<file path="config.mk">
export PLATFORM = sky130hd
export DESIGN_NAME = modbus_rtu_request_framer_unit
export DESIGN_NICKNAME = d
export VERILOG_FILES = /design/src/rtl/mrtu_pkg.sv /design/src/rtl/modbus_rtu_request_framer_unit.sv
export SDC_FILE = /design/constraint.sdc
export NUM_CORES = 1
export LEC_CHECK = 0
export ABC_AREA = 0
export BUFFER_PORTS_ARGS = -buffer_cell sky130_fd_sc_hd__buf_2
export CORE_MARGIN = 2
export CORE_UTILIZATION = 40
export CTS_CLUSTER_DIAMETER = 40
export DETAILED_ROUTE_END_ITERATION = 6
export SLEW_MARGIN = 20
export SYNTH_ARGS = -nofsm -noshare
export SYNTH_HDL_FRONTEND = slang
export SYNTH_SLANG_ARGS = --single-unit
</file>
<file path="constraint.sdc">
create_clock -name i_clk -period 5.4 [get_ports i_clk]
set_clock_uncertainty 0.05 [all_clocks]
set_input_delay 0.81 -clock i_clk [delete_from_list [all_inputs] [get_ports i_clk]]
set_output_delay 0.81 -clock i_clk [all_outputs]
set_load 0.05 [all_outputs]
</file>
<file path="src/rtl/mrtu_pkg.sv">
package mrtu_pkg;

    localparam int FRAME_LEN = 8;
    localparam int HDR_LEN   = 6;
    localparam int CNT_W     = $clog2(FRAME_LEN);

    localparam logic [15:0] CRC_INIT = 16'hFFFF;
    localparam logic [15:0] CRC_POLY = 16'hA001;

    localparam logic [7:0]  FC_READ_HOLDING = 8'h03;
    localparam logic [7:0]  FC_WRITE_COIL   = 8'h05;
    localparam logic [7:0]  FC_WRITE_SINGLE = 8'h06;
    localparam logic [15:0] READ_QUANTITY   = 16'h0001;

    localparam logic [7:0]  DEV_ADDR_RESET  = 8'h01;

    localparam logic [CNT_W-1:0] CNT_CRC_LO = CNT_W'(HDR_LEN);
    localparam logic [CNT_W-1:0] CNT_LAST   = CNT_W'(FRAME_LEN - 1);

    typedef enum logic [1:0] {
        OP_READ_HOLDING = 2'd0,
        OP_WRITE_COIL   = 2'd1,
        OP_WRITE_SINGLE = 2'd2
    } t_opcode;

    // one CRC-16/MODBUS byte update, LSB first
    function automatic logic [15:0] crc16_byte(input logic [15:0] crc, input logic [7:0] data);
        logic [15:0] acc;
        acc = crc ^ {8'h00, data};
        for (int b = 0; b < 8; b++) begin
            acc = acc[0] ? ((acc >> 1) ^ CRC_POLY) : (acc >> 1);
        end
        return acc;
    endfunction

endpackage

</file>
<file path="src/rtl/modbus_rtu_request_framer_unit.sv">
// channel   | direction | handshake                 | payload
// ----------+-----------+---------------------------+------------------------------------
// request   | in        | start / busy              | i_opcode, i_reg_addr, i_value
// frame     | out       | o_strobe (no backpressure)| o_out_byte, o_last
// config    | in        | i_cfg_valid / o_cfg_ready | i_cfg_data (device address)
//
// One frame word leaves per cycle, the header from the frame shift register, the
// CRC from r_crc; the CRC is folded in one byte per cycle as the header goes out.
// The first word is on the outputs from the edge after the start edge; busy drops
// while the CRC low word is out, so back to back requests give a gapless stream.
// The receiver cannot stall; each word stands for one cycle. Opcode 3 is taken and
// dropped. Reset (sync, active low) idles the sequencer, device address back to 1.
module modbus_rtu_request_framer_unit
    import mrtu_pkg::*;
(
    input  logic        i_clk,
    input  logic        i_rst_n,
    input  logic        start,
    output logic        busy,
    input  logic [1:0]  i_opcode,
    input  logic [15:0] i_reg_addr,
    input  logic [15:0] i_value,
    output logic        o_strobe,
    output logic [7:0]  o_out_byte,
    output logic        o_last,
    input  logic        i_cfg_valid,
    output logic        o_cfg_ready,
    input  logic [7:0]  i_cfg_data
);

    logic                   r_active;
    logic [CNT_W-1:0]       r_cnt;
    logic [HDR_LEN*8-1:0]   r_frame;
    logic [15:0]            r_crc;
    logic [7:0]             r_dev_addr;
    logic                   r_strobe;
    logic [7:0]             r_byte;
    logic                   r_last;

    logic                   accept;
    logic                   op_ok;
    logic [7:0]             fc;
    logic [15:0]            word;
    logic [7:0]             cur_byte;
    logic [7:0]             n_byte;

    assign busy        = r_active && (r_cnt != CNT_LAST);
    assign accept      = start && !busy;
    assign o_cfg_ready = 1'b1;

    always_comb begin
        op_ok = 1'b1;
        fc    = FC_READ_HOLDING;
        word  = i_value;
        unique case (i_opcode)
            OP_READ_HOLDING: begin
                fc   = FC_READ_HOLDING;
                word = READ_QUANTITY;
            end
            OP_WRITE_COIL:   fc = FC_WRITE_COIL;
            OP_WRITE_SINGLE: fc = FC_WRITE_SINGLE;
            default:         op_ok = 1'b0;
        endcase
    end

    assign cur_byte = r_frame[HDR_LEN*8-1 -: 8];

    always_comb begin
        if (r_cnt == CNT_LAST) begin
            n_byte = r_crc[15:8];
        end else if (r_cnt == CNT_CRC_LO) begin
            n_byte = r_crc[7:0];
        end else begin
            n_byte = cur_byte;
        end
    end

    always_ff @(posedge i_clk) begin
        if (!i_rst_n) begin
            r_active   <= 1'b0;
            r_cnt      <= '0;
            r_strobe   <= 1'b0;
            r_last     <= 1'b0;
            r_dev_addr <= DEV_ADDR_RESET;
        end else begin
            if (i_cfg_valid && o_cfg_ready) begin
                r_dev_addr <= i_cfg_data;
            end
            r_strobe <= r_active;
            r_last   <= r_active && (r_cnt == CNT_LAST);
            if (accept) begin
                r_active <= op_ok;
                r_cnt    <= '0;
            end else if (r_active) begin
                if (r_cnt == CNT_LAST) begin
                    r_active <= 1'b0;
                end
                r_cnt <= r_cnt + 1'b1;
            end
        end
    end

    always_ff @(posedge i_clk) begin
        r_byte <= n_byte;
        if (accept) begin
            r_frame <= {r_dev_addr, fc, i_reg_addr, word};
            r_crc   <= CRC_INIT;
        end else if (r_active && (r_cnt < CNT_CRC_LO)) begin
            r_frame <= {r_frame[HDR_LEN*8-9:0], 8'h00};
            r_crc   <= crc16_byte(r_crc, cur_byte);
        end
    end

    assign o_strobe   = r_strobe;
    assign o_out_byte = r_byte;
    assign o_last     = r_last;

`ifndef SYNTHESIS
    a_last_has_strobe: assert property (@(posedge i_clk) disable iff (!i_rst_n)
        o_last |-> o_strobe)
        else $error("last word without strobe");

    a_first_word: assert property (@(posedge i_clk) disable iff (!i_rst_n)
        (accept && op_ok) |-> ##2 (o_strobe && !o_last))
        else $error("frame did not start two cycles after accept");

    a_last_spacing: assert property (@(posedge i_clk) disable iff (!i_rst_n)
        o_last |=> !o_last)
        else $error("two last words in a row");

    a_busy_active: assert property (@(posedge i_clk) disable iff (!i_rst_n)
        busy |-> r_active)
        else $error("busy while sequencer idle");

    a_drop_bad_op: assert property (@(posedge i_clk) disable iff (!i_rst_n)
        (accept && !op_ok) |=> !r_active)
        else $error("undefined opcode started a frame");
`endif

endmodule
</file>
==> results of run 1 <==
where the power goes:
| part | switching, mW | internal [mW] | total, mW |
|---|---|---|---|
| Clock | 0.230 | 0.257 | 0.488 |
| Combinational | 0.205 | 0.159 | 0.364 |
| Sequential | 0.0466 | 0.795 | 0.841 |
| Total | 0.482 | 1.21 | 1.69 |
metal layers:
layer	global-route usage [%]	routed length, um
met4	6.01	120
met3	3.55	331
met1	18.4	3150
met5	0	0
met2	23.8	3160
per-stage QoR:
| stage | hold WS (ns) | total power, mW |
|---|---|---|
| finish | 0.441 | 1.69 |
| global route | 0.465 | 1.78 |
| CTS | 0.449 | 1.71 |
| detailed placement | 0.428 | 1.22 |
| global placement | 0.413 | 1.22 |
| floorplan | 0.391 | 1.14 |
sequential cells by signal, summed over array words and instances, names as in the netlist:
name	flops
r_active	1
r_dev_addr	8
o_last	1
o_out_byte	8
r_crc	16
r_cnt	3
r_frame	48
o_strobe	1
placed cells by master, fill, tap and decap left out, types with 4 or more instances in the layout:
cell type  synthesis  routed
inv_1              4       4
buf_2              5      56
nand2b_1          10      10
and2_1            16      16
dfxtp_1           38      38
o211ai_1           8       8
ha_1               7       7
nand3_1            5       5
o21ai_0           18      18
edfxtp_1          48      48
nor2b_1            7       7
mux2i_1           18      18
nor2_1             9       9
xnor2_1           17      17
nand2_1          120     118
clkbuf_8           0       9
cells by family after synthesis:
| group | count (synthesis) |
|---|---|
| buffers and inverters | 24 |
| AND/OR/NAND/NOR | 168 |
| adder cells (fa/ha/maj) | 7 |
| XOR/XNOR | 21 |
| flip-flops | 86 |
| multiplexers | 18 |
| AO/OA/AOI/OAI | 33 |
| other | 1 |
worst max-delay path by stage:
stage,start,depth (start not counted),slack (ns),endpoint
finish,r_cnt[1]$_SDFFE_PP0P_,5,2.57,busy
detailed placement,r_cnt[0]$_SDFFE_PP0P_,7,2.68,r_frame[2]$_SDFFCE_PP0P_
global placement,r_cnt[0]$_SDFFE_PP0P_,7,2.75,r_frame[4]$_SDFFCE_PP0P_
floorplan,r_cnt[0]$_SDFFE_PP0P_,8,2.40,r_frame[0]$_SDFFCE_PN0P_
CTS,r_cnt[1]$_SDFFE_PP0P_,5,2.57,busy
global route,r_cnt[1]$_SDFFE_PP0P_,5,2.43,busy
final cells by class:
type	instances	area, sq um	area share, %
repair buffers	59	303	7.09
flip-flops and latches	86	2200	51.6
inverters	4	15.0	0.352
multi-input cells	248	1400	32.7
clock buffers	9	124	2.90
clock inverters	7	88.8	2.08
well taps	111	139	3.25
worst max-delay path, cell delays in order, from the launching register on:
cell      delay (ns)
dfxtp_1         0.39
ha_1            0.18
ha_1            0.54
nand2b_1        0.25
inv_1           0.05
buf_2           0.20
==> results.py, run 1 <==
metrics = {
    "grt": {
        "grt.total_usage_pct": 14.5,
        "grt_first_pass_wirelength_mm": 11.2,
        "overflow": 0,
        "grt_antenna_before_repair": 0,
        "grt_pass1_vias": 2345,
        "grt_max_degree": 52,
    },
    "drt": {
        "ant_nets": 0,
        "route.detailed.drc": 0,
        "drt-wirelength-per-cell_um": 12.9,
        "drtIter0Drc": 86,
        "vias_per_cell": 4.70,
        "wl_mm": 6.76,
        "first_pass_iters": 4,
        "num_vias": 2462,
    },
    "cts": {
        "cts_made_buffers": 9,
        "hold_buffers": 0,
        "clock_latency_ns": 0.35,
        "cts.reportedPaths.clkPinSlew_ns": 0.09,
        "clock-root-buffer": "clkbuf_8",
        "cts_setup_buffers": 0,
        "cts_resized": 0,
        "cts.sinks": 86,
        "clk_path_buf_depth": 2,
        "cts_tree": "built",
        "cts_max_level": 3,
    },
    "finish": {
        "fill_cells": 887,
        "fin_nets": 461,
        "final_util_pct": 46.9,
        "stdcell_area_sq_mm": 0.00427,
        "diodes": 0,
        "instances_no_fill": 524,
        "area_delta_synth_final_pct": 15.5,
        "final_layout_size_suffix_gt1_share_pct": 18.9,
    },
    "sta": {
        "fin_tns_setup_ns": 0,
        "setup_ws_ns": 2.57,
        "fin_crit_ns": 2.83,
        "hold_viol": 0,
        "fin_crit_sh_pct": 52.3,
        "slew_viol_final": 0,
        "worst_pin_slew_ns": 0.849,
        "timing.fmax_ghz": 0.354,
        "rsz0062_at_grt": "no",
        "max_slew_margin_pct": 43.3,
        "finalSetupViolCount": 0,
    },
    "floorplan": {
        "core-area_sq_mm": 0.00911,
        "die_w_um": 100,
        "die_area_sq_mm": 0.0100,
        "num_rows": 35,
        "start_util_pct": 40.5,
        "pin_count": 58,
        "die_h_um": 100,
    },
    "logic_synthesis": {
        "synth_edf_count": 48,
        "synth-seq-cells": 86,
        "syn_inst": 358,
        "synth-compound-area-share_pct": 5.15,
        "yosys_warnings": 0,
        "synthDominantCellAreaShare_pct": 39.0,
        "ys_seq_area_share_pct": 59.6,
        "synthesis.area_sq_mm": 0.00369,
        "synth_top_family_by_area": "simple AND/OR/NAND/NOR gates",
        "yosysMostFrequentCell": "nand2_1",
        "synthXorXnorAreaFrac_pct": 5.62,
        "muxShareOfSynthArea_pct": 4.88,
        "synthFlopType": "edfxtp_1",
        "avgSynthCellArea_sq_um": 10.3,
        "netlist_top_cells_area": "edfxtp_1 (39%), dfxtp_1 (21%), nand2_1 (12%)",
        "synth_fp_nets": 411,
        "ys_types": 27,
        "yosys.area_share.adder_pct": 2.37,
        "synthSimpleGateAreaFrac_pct": 19.5,
        "ys_async_sr_fraction_pct": 0,
        "synth_common_cells": "nand2_1 (120), edfxtp_1 (48), dfxtp_1 (38)",
        "netlist.top_cell.by_area": "edfxtp_1",
    },
    "placed_design": {
        "dp_cells": 508,
        "dp_hpwl_mm": 4.51,
        "portBuffers": 56,
        "dp_slack_ns": 2.68,
        "placedInstanceArea_sq_mm": 0.00406,
        "routabilityCongestion": 0.755,
    },
    "critical_path": {
        "cp_data_required_time_ns": 4.54,
        "path_class": "flip-flop to output pin",
        "crit_fanout": 18,
        "r2r_cells": 7,
        "arrival_ns": 1.97,
        "rr_endpoint": "r_frame[3]$_SDFFCE_PP0P_",
        "crit_path_start_kind": "flip-flop",
        "endpoint_kind": "output pin",
        "reg2reg_slack_ns": 2.69,
        "r2r_start": "r_cnt[0]$_SDFFE_PP0P_",
    },
    "flow_run": {
        "maxCapViolCount": 0,
    },
    "power_and_ir_drop": {
        "p_leak_nw": 1.90,
        "vdd_drop_max_mv": 0.197,
        "p_per_area_mw_per_mm2": 397,
    },
    "min_path": {
        "hp-class": "flip-flop to flip-flop",
        "hold_end": "r_crc[2]$_SDFFE_PP1P_",
        "whs_path_depth": 2,
        "min_from": "r_crc[10]$_SDFFE_PP1P_",
    },
    "status": {
        "status": "completed",
    },
}
No activity file was read; power rests on OpenSTA's default activity.
==> run 2, diff against run 1 <==
clock period = 2.5 ns   (was 5.4 ns; I/O delays follow)
==> run 2 against run 1 <==
  * Routed wire length decreased by 1.0%
  * Utilization is 0.74 points higher
  * Total power rose by 120%
  * First-iteration DRC count down 8.1%
==> results.py, run 2 (same netlist as run 1, synthesis figures left out) <==
metrics = {
    "drt": {
        "ant_nets": 0,
        "first_pass_iters": 4,
        "wl_mm": 6.69,
        "num_vias": 2475,
        "drt-wirelength-per-cell_um": 12.7,
        "vias_per_cell": 4.70,
        "route.detailed.drc": 0,
        "drtIter0Drc": 79,
    },
    "cts": {
        "cts.reportedPaths.clkPinSlew_ns": 0.08,
        "cts_made_buffers": 9,
        "hold_buffers": 0,
        "cts_max_level": 3,
        "clock-root-buffer": "clkbuf_8",
        "cts.sinks": 86,
        "cts_setup_buffers": 0,
        "cts_resized": 0,
        "clk_path_buf_depth": 2,
        "cts_tree": "built",
        "clock_latency_ns": 0.35,
    },
    "floorplan": {
        "pin_count": 58,
        "die_h_um": 100,
        "core-area_sq_mm": 0.00911,
        "die_area_sq_mm": 0.0100,
        "die_w_um": 100,
        "start_util_pct": 40.5,
        "num_rows": 35,
    },
    "finish": {
        "top_register": "r_frame",
        "final_common_cell": "nand2_1",
        "fill_cells": 903,
        "largest_register_ffs": 48,
        "reg.largest.list": "r_frame: 48 flops, r_crc: 16 flops",
        "final_util_pct": 47.6,
        "final_layout_size_suffix_gt1_share_pct": 19.5,
        "fin_nets": 464,
        "layout_common_cells": "nand2_1 (118), buf_2 (56), edfxtp_1 (48)",
        "instances_no_fill": 527,
        "diodes": 0,
        "stdcell_area_sq_mm": 0.00434,
        "area_delta_synth_final_pct": 17.4,
    },
    "critical_path": {
        "endpoint_kind": "output pin",
        "crit_path_start_kind": "flip-flop",
        "rr_endpoint": "r_frame[4]$_SDFFCE_PP0P_",
        "path_class": "flip-flop to output pin",
        "reg2reg_slack_ns": 0.51,
        "r2r_cells": 7,
        "cp_data_required_time_ns": 2.08,
        "r2r_start": "r_cnt[0]$_SDFFE_PP0P_",
        "crit_fanout": 4,
        "arrival_ns": 1.60,
    },
    "sta": {
        "rsz0062_at_grt": "no",
        "worst_pin_slew_ns": 0.571,
        "setup_ws_ns": 0.472,
        "slew_viol_final": 0,
        "fin_crit_sh_pct": 81.1,
        "fin_crit_ns": 2.03,
        "max_slew_margin_pct": 61.9,
        "finalSetupViolCount": 0,
        "fin_tns_setup_ns": 0,
        "timing.fmax_ghz": 0.493,
        "hold_viol": 0,
    },
    "grt": {
        "grt_first_pass_wirelength_mm": 11.3,
        "grt_antenna_before_repair": 0,
        "grt_max_degree": 29,
        "grt.total_usage_pct": 14.7,
        "overflow": 0,
        "grt_pass1_vias": 2449,
    },
    "min_path": {
        "hold_end": "r_dev_addr[0]$_SDFFE_PN1P_",
        "hp-class": "primary input to flip-flop",
        "min_from": "i_cfg_data[0]",
        "whs_path_depth": 3,
    },
    "placed_design": {
        "dp_cells": 511,
        "placedInstanceArea_sq_mm": 0.00410,
        "dp_slack_ns": 0.327,
        "dp_hpwl_mm": 4.54,
        "portBuffers": 56,
        "routabilityCongestion": 0.732,
    },
    "power_and_ir_drop": {
        "p_per_area_mw_per_mm2": 869,
        "p_leak_nw": 1.94,
        "vdd_drop_max_mv": 0.344,
    },
    "status": {
        "status": "completed",
    },
    "flow_run": {
        "maxCapViolCount": 0,
    },
}
## run 2: changes by cell type in the layout (fill, tap and decap cells not counted), moves of 2 or more
cell / before / now
buf_4: 3 / 5
clkbuf_1: 0 / 2
clkinv_2: 2 / 0
clkinv_4: 0 / 2
clkinvlp_4: 2 / 0
## run 2: routing by layer
layer / GRT usage (%) / part of all wire [%] / vias to the layer above / routed length (um)
met1: 18.5 / 47 / 1140 / 3120
met2: 24.0 / 47 / 49 / 3160
met5: 0 / 0 / - / 0
li1: - / - / 1280 / -
met3: 5.29 / 4.9 / 6 / 328
met4: 4.11 / 1.2 / 0 / 80
## run 2: critical path: stages (launching register included)
cell      delay [ns]
dfxtp_1         0.34
ha_1            0.20
ha_1            0.18
nand2b_1        0.19
inv_1           0.09
buf_2           0.26
## run 2: worst max-delay path by stage
stage                                      from                       end  slack [ns]  depth (start not counted)
after floorplan           r_cnt[0]$_SDFFE_PP0P_  r_frame[0]$_SDFFCE_PN0P_        0.25                          8
after global placement    r_cnt[1]$_SDFFE_PP0P_     r_frame[42]$_DFFE_PP_        0.42                          6
after detailed placement  r_cnt[1]$_SDFFE_PP0P_     r_frame[22]$_DFFE_PP_        0.33                          6
after CTS                 r_cnt[1]$_SDFFE_PP0P_     r_frame[28]$_DFFE_PP_        0.30                          6
after global routing      r_cnt[0]$_SDFFE_PP0P_  r_frame[4]$_SDFFCE_PP0P_        0.35                          7
final                     r_cnt[0]$_SDFFE_PP0P_                      busy        0.47                          5
## run 2: layout make-up
class                      instances  area, sq um  share of cell area (%)
inverter                           4         15.0                   0.346
clock buffer                      11          131                    3.03
clock inverter                     5          108                    2.48
timing repair buffer              62          338                    7.79
multi-input combinational        248         1400                    32.4
tap                              111          139                    3.20
sequential                        86         2200                    50.8
## run 2: per-stage QoR
| stage | power, mW | hold slack, ns |
|---|---|---|
| after floorplan | 2.46 | 0.391 |
| after global placement | 2.63 | 0.418 |
| after detailed placement | 2.65 | 0.416 |
| after CTS | 3.81 | 0.177 |
| after global routing | 3.97 | 0.196 |
| final | 3.77 | 0.191 |
## run 2: power by group
group / leakage (nW) / switching, mW / total (mW) / internal, mW
Combinational: 1.02 / 0.442 / 0.794 / 0.352
Sequential: 0.803 / 0.103 / 1.82 / 1.72
Clock: 0.118 / 0.488 / 1.16 / 0.669
Total: 1.94 / 1.03 / 3.77 / 2.74
==> run 3, diff against run 2 <==
clock period = 1.9 ns   (was 2.5 ns; I/O delays follow)
==> run 3 against run 2 <==
  * Register-to-register slack got worse by 0.39 ns
  * Clock power decreased by 5%
  * Utilization increased by 0.30 points
  * Total power increased by 22%
  * Critical path type unchanged
  * Highest routed layer unchanged
==> results.py, run 3 (same netlist as run 1, synthesis figures left out) <==
metrics = {
    "power_and_ir_drop": {
        "p_per_area_mw_per_mm2": 1050,
        "p_leak_nw": 1.96,
        "vdd_drop_max_mv": 0.442,
    },
    "drt": {
        "drt-wirelength-per-cell_um": 13.0,
        "wl_mm": 6.98,
        "vias_per_cell": 4.70,
        "ant_nets": 0,
        "drtIter0Drc": 101,
        "num_vias": 2514,
        "first_pass_iters": 4,
        "route.detailed.drc": 0,
    },
    "finish": {
        "top_register": "r_frame",
        "stdcell_area_sq_mm": 0.00436,
        "diodes": 0,
        "final_layout_size_suffix_gt1_share_pct": 21.5,
        "fin_nets": 472,
        "area_delta_synth_final_pct": 18.1,
        "instances_no_fill": 535,
        "largest_register_ffs": 48,
        "layout_common_cells": "nand2_1 (118), buf_2 (55), edfxtp_1 (48)",
        "final_common_cell": "nand2_1",
        "reg.largest.list": "r_frame: 48 flops, r_crc: 16 flops",
    },
    "sta": {
        "rsz0062_at_grt": "no",
        "slew_viol_final": 0,
        "timing.fmax_ghz": 0.549,
        "fin_crit_sh_pct": 95.9,
        "finalSetupViolCount": 0,
        "fin_crit_ns": 1.82,
        "hold_viol": 0,
        "fin_tns_setup_ns": 0,
    },
    "floorplan": {
        "die_area_sq_mm": 0.0100,
        "num_rows": 35,
        "start_util_pct": 40.5,
        "die_w_um": 100,
        "pin_count": 58,
        "core-area_sq_mm": 0.00911,
        "die_h_um": 100,
    },
    "cts": {
        "cts_tree": "built",
        "clock_latency_ns": 0.35,
        "clock-root-buffer": "clkbuf_8",
        "cts_setup_buffers": 0,
        "clk_path_buf_depth": 2,
        "cts.sinks": 86,
        "hold_buffers": 0,
        "cts.reportedPaths.clkPinSlew_ns": 0.08,
        "cts_made_buffers": 9,
        "cts_max_level": 3,
    },
    "critical_path": {
        "endpoint_kind": "output pin",
        "arrival_ns": 1.49,
        "crit_path_start_kind": "flip-flop",
        "crit_fanout": 4,
        "path_class": "flip-flop to output pin",
        "cp_data_required_time_ns": 1.56,
    },
    "grt": {
        "grt_pass1_vias": 2473,
        "grt_antenna_before_repair": 0,
        "grt_max_degree": 49,
        "grt_first_pass_wirelength_mm": 11.4,
        "grt.total_usage_pct": 14.7,
        "overflow": 0,
    },
    "placed_design": {
        "dp_cells": 518,
        "portBuffers": 56,
        "dp_hpwl_mm": 4.77,
        "routabilityCongestion": 0.777,
        "placedInstanceArea_sq_mm": 0.00416,
    },
    "flow_run": {
        "maxCapViolCount": 0,
    },
    "status": {
        "status": "completed",
    },
    "min_path": {
        "hp-class": "primary input to flip-flop",
    },
}
## run 3: cell types whose count changed in the layout (fill, tap and decap cells not counted), sizes merged
| cell | previous run | this run |
|---|---|---|
| buf | 62 | 69 |
| bufinv | 3 | 0 |
| clkinv | 2 | 4 |
| inv | 4 | 5 |
| nand2 | 120 | 121 |
## run 3: cell type report
| class | count | area (sq um) |
|---|---|---|
| repair buffers | 69 | 397 |
| clock inverters | 5 | 26.3 |
| inverters | 4 | 15.0 |
| multi-input cells | 249 | 1450 |
| fillers | 863 | 4750 |
| clock buffers | 11 | 131 |
| well taps | 111 | 139 |
| flip-flops and latches | 86 | 2200 |
## run 3: per-layer routing
layer  GRT usage [%]  up-vias  part of all wire, %
met4            6.01        0                  1.4
met3            3.69        9                  4.3
met2            24.2       48                   48
met5               0        -                    0
li1                -     1300                    -
met1            18.8     1157                   47
## run 3: final timing paths
check,startpoint,endpoint,slack [ns],cells past startpoint
hold / removal,i_cfg_data[0],r_dev_addr[0]$_SDFFE_PN1P_,0.10,3
setup reg to reg,r_cnt[0]$_SDFFE_PP0P_,r_frame[9]$_DFFE_PP_,0.12,6
hold reg to reg,r_dev_addr[0]$_SDFFE_PN1P_,r_dev_addr[0]$_SDFFE_PN1P_,0.44,2
setup / recovery,r_cnt[0]$_SDFFE_PP0P_,busy,0.08,5
## run 3: report_power, final
group,internal (mW),switching (mW),leakage [nW]
registers,2.26,0.142,0.803
logic,0.506,0.587,1.07
clock network,0.469,0.630,0.0872
total,3.23,1.36,1.96
## run 3: metrics by stage
step / hold WS, ns / utilization, % / worst slack (ns) / power (mW)
2_1_floorplan: 0.363 / - / 0.0217 / 3.25
3_3_place_gp: 0.418 / 45.7 / 0.114 / 3.51
3_5_place_dp: 0.425 / 45.7 / 0.0692 / 3.53
4_1_cts: 0.0858 / 47.5 / 0.0386 / 4.62
5_1_grt: 0.122 / 47.9 / 0.00318 / 4.85
6_report: 0.104 / 47.9 / 0.0773 / 4.59
## run 3: critical path, stage by stage (launching register included)
cell,delay (ns)
dfxtp_1,0.34
ha_1,0.20
ha_1,0.19
nand2b_4,0.16
inv_1,0.09
buf_6,0.15
## run 3: repair_timing
item / CTS / global route
setup endpoints to repair: 1 / 61
pin swaps: 0 / 1
endpoints found under the hold margin: 0 / 0
gates cloned: 0 / 1
gates resized for setup: 1 / 5
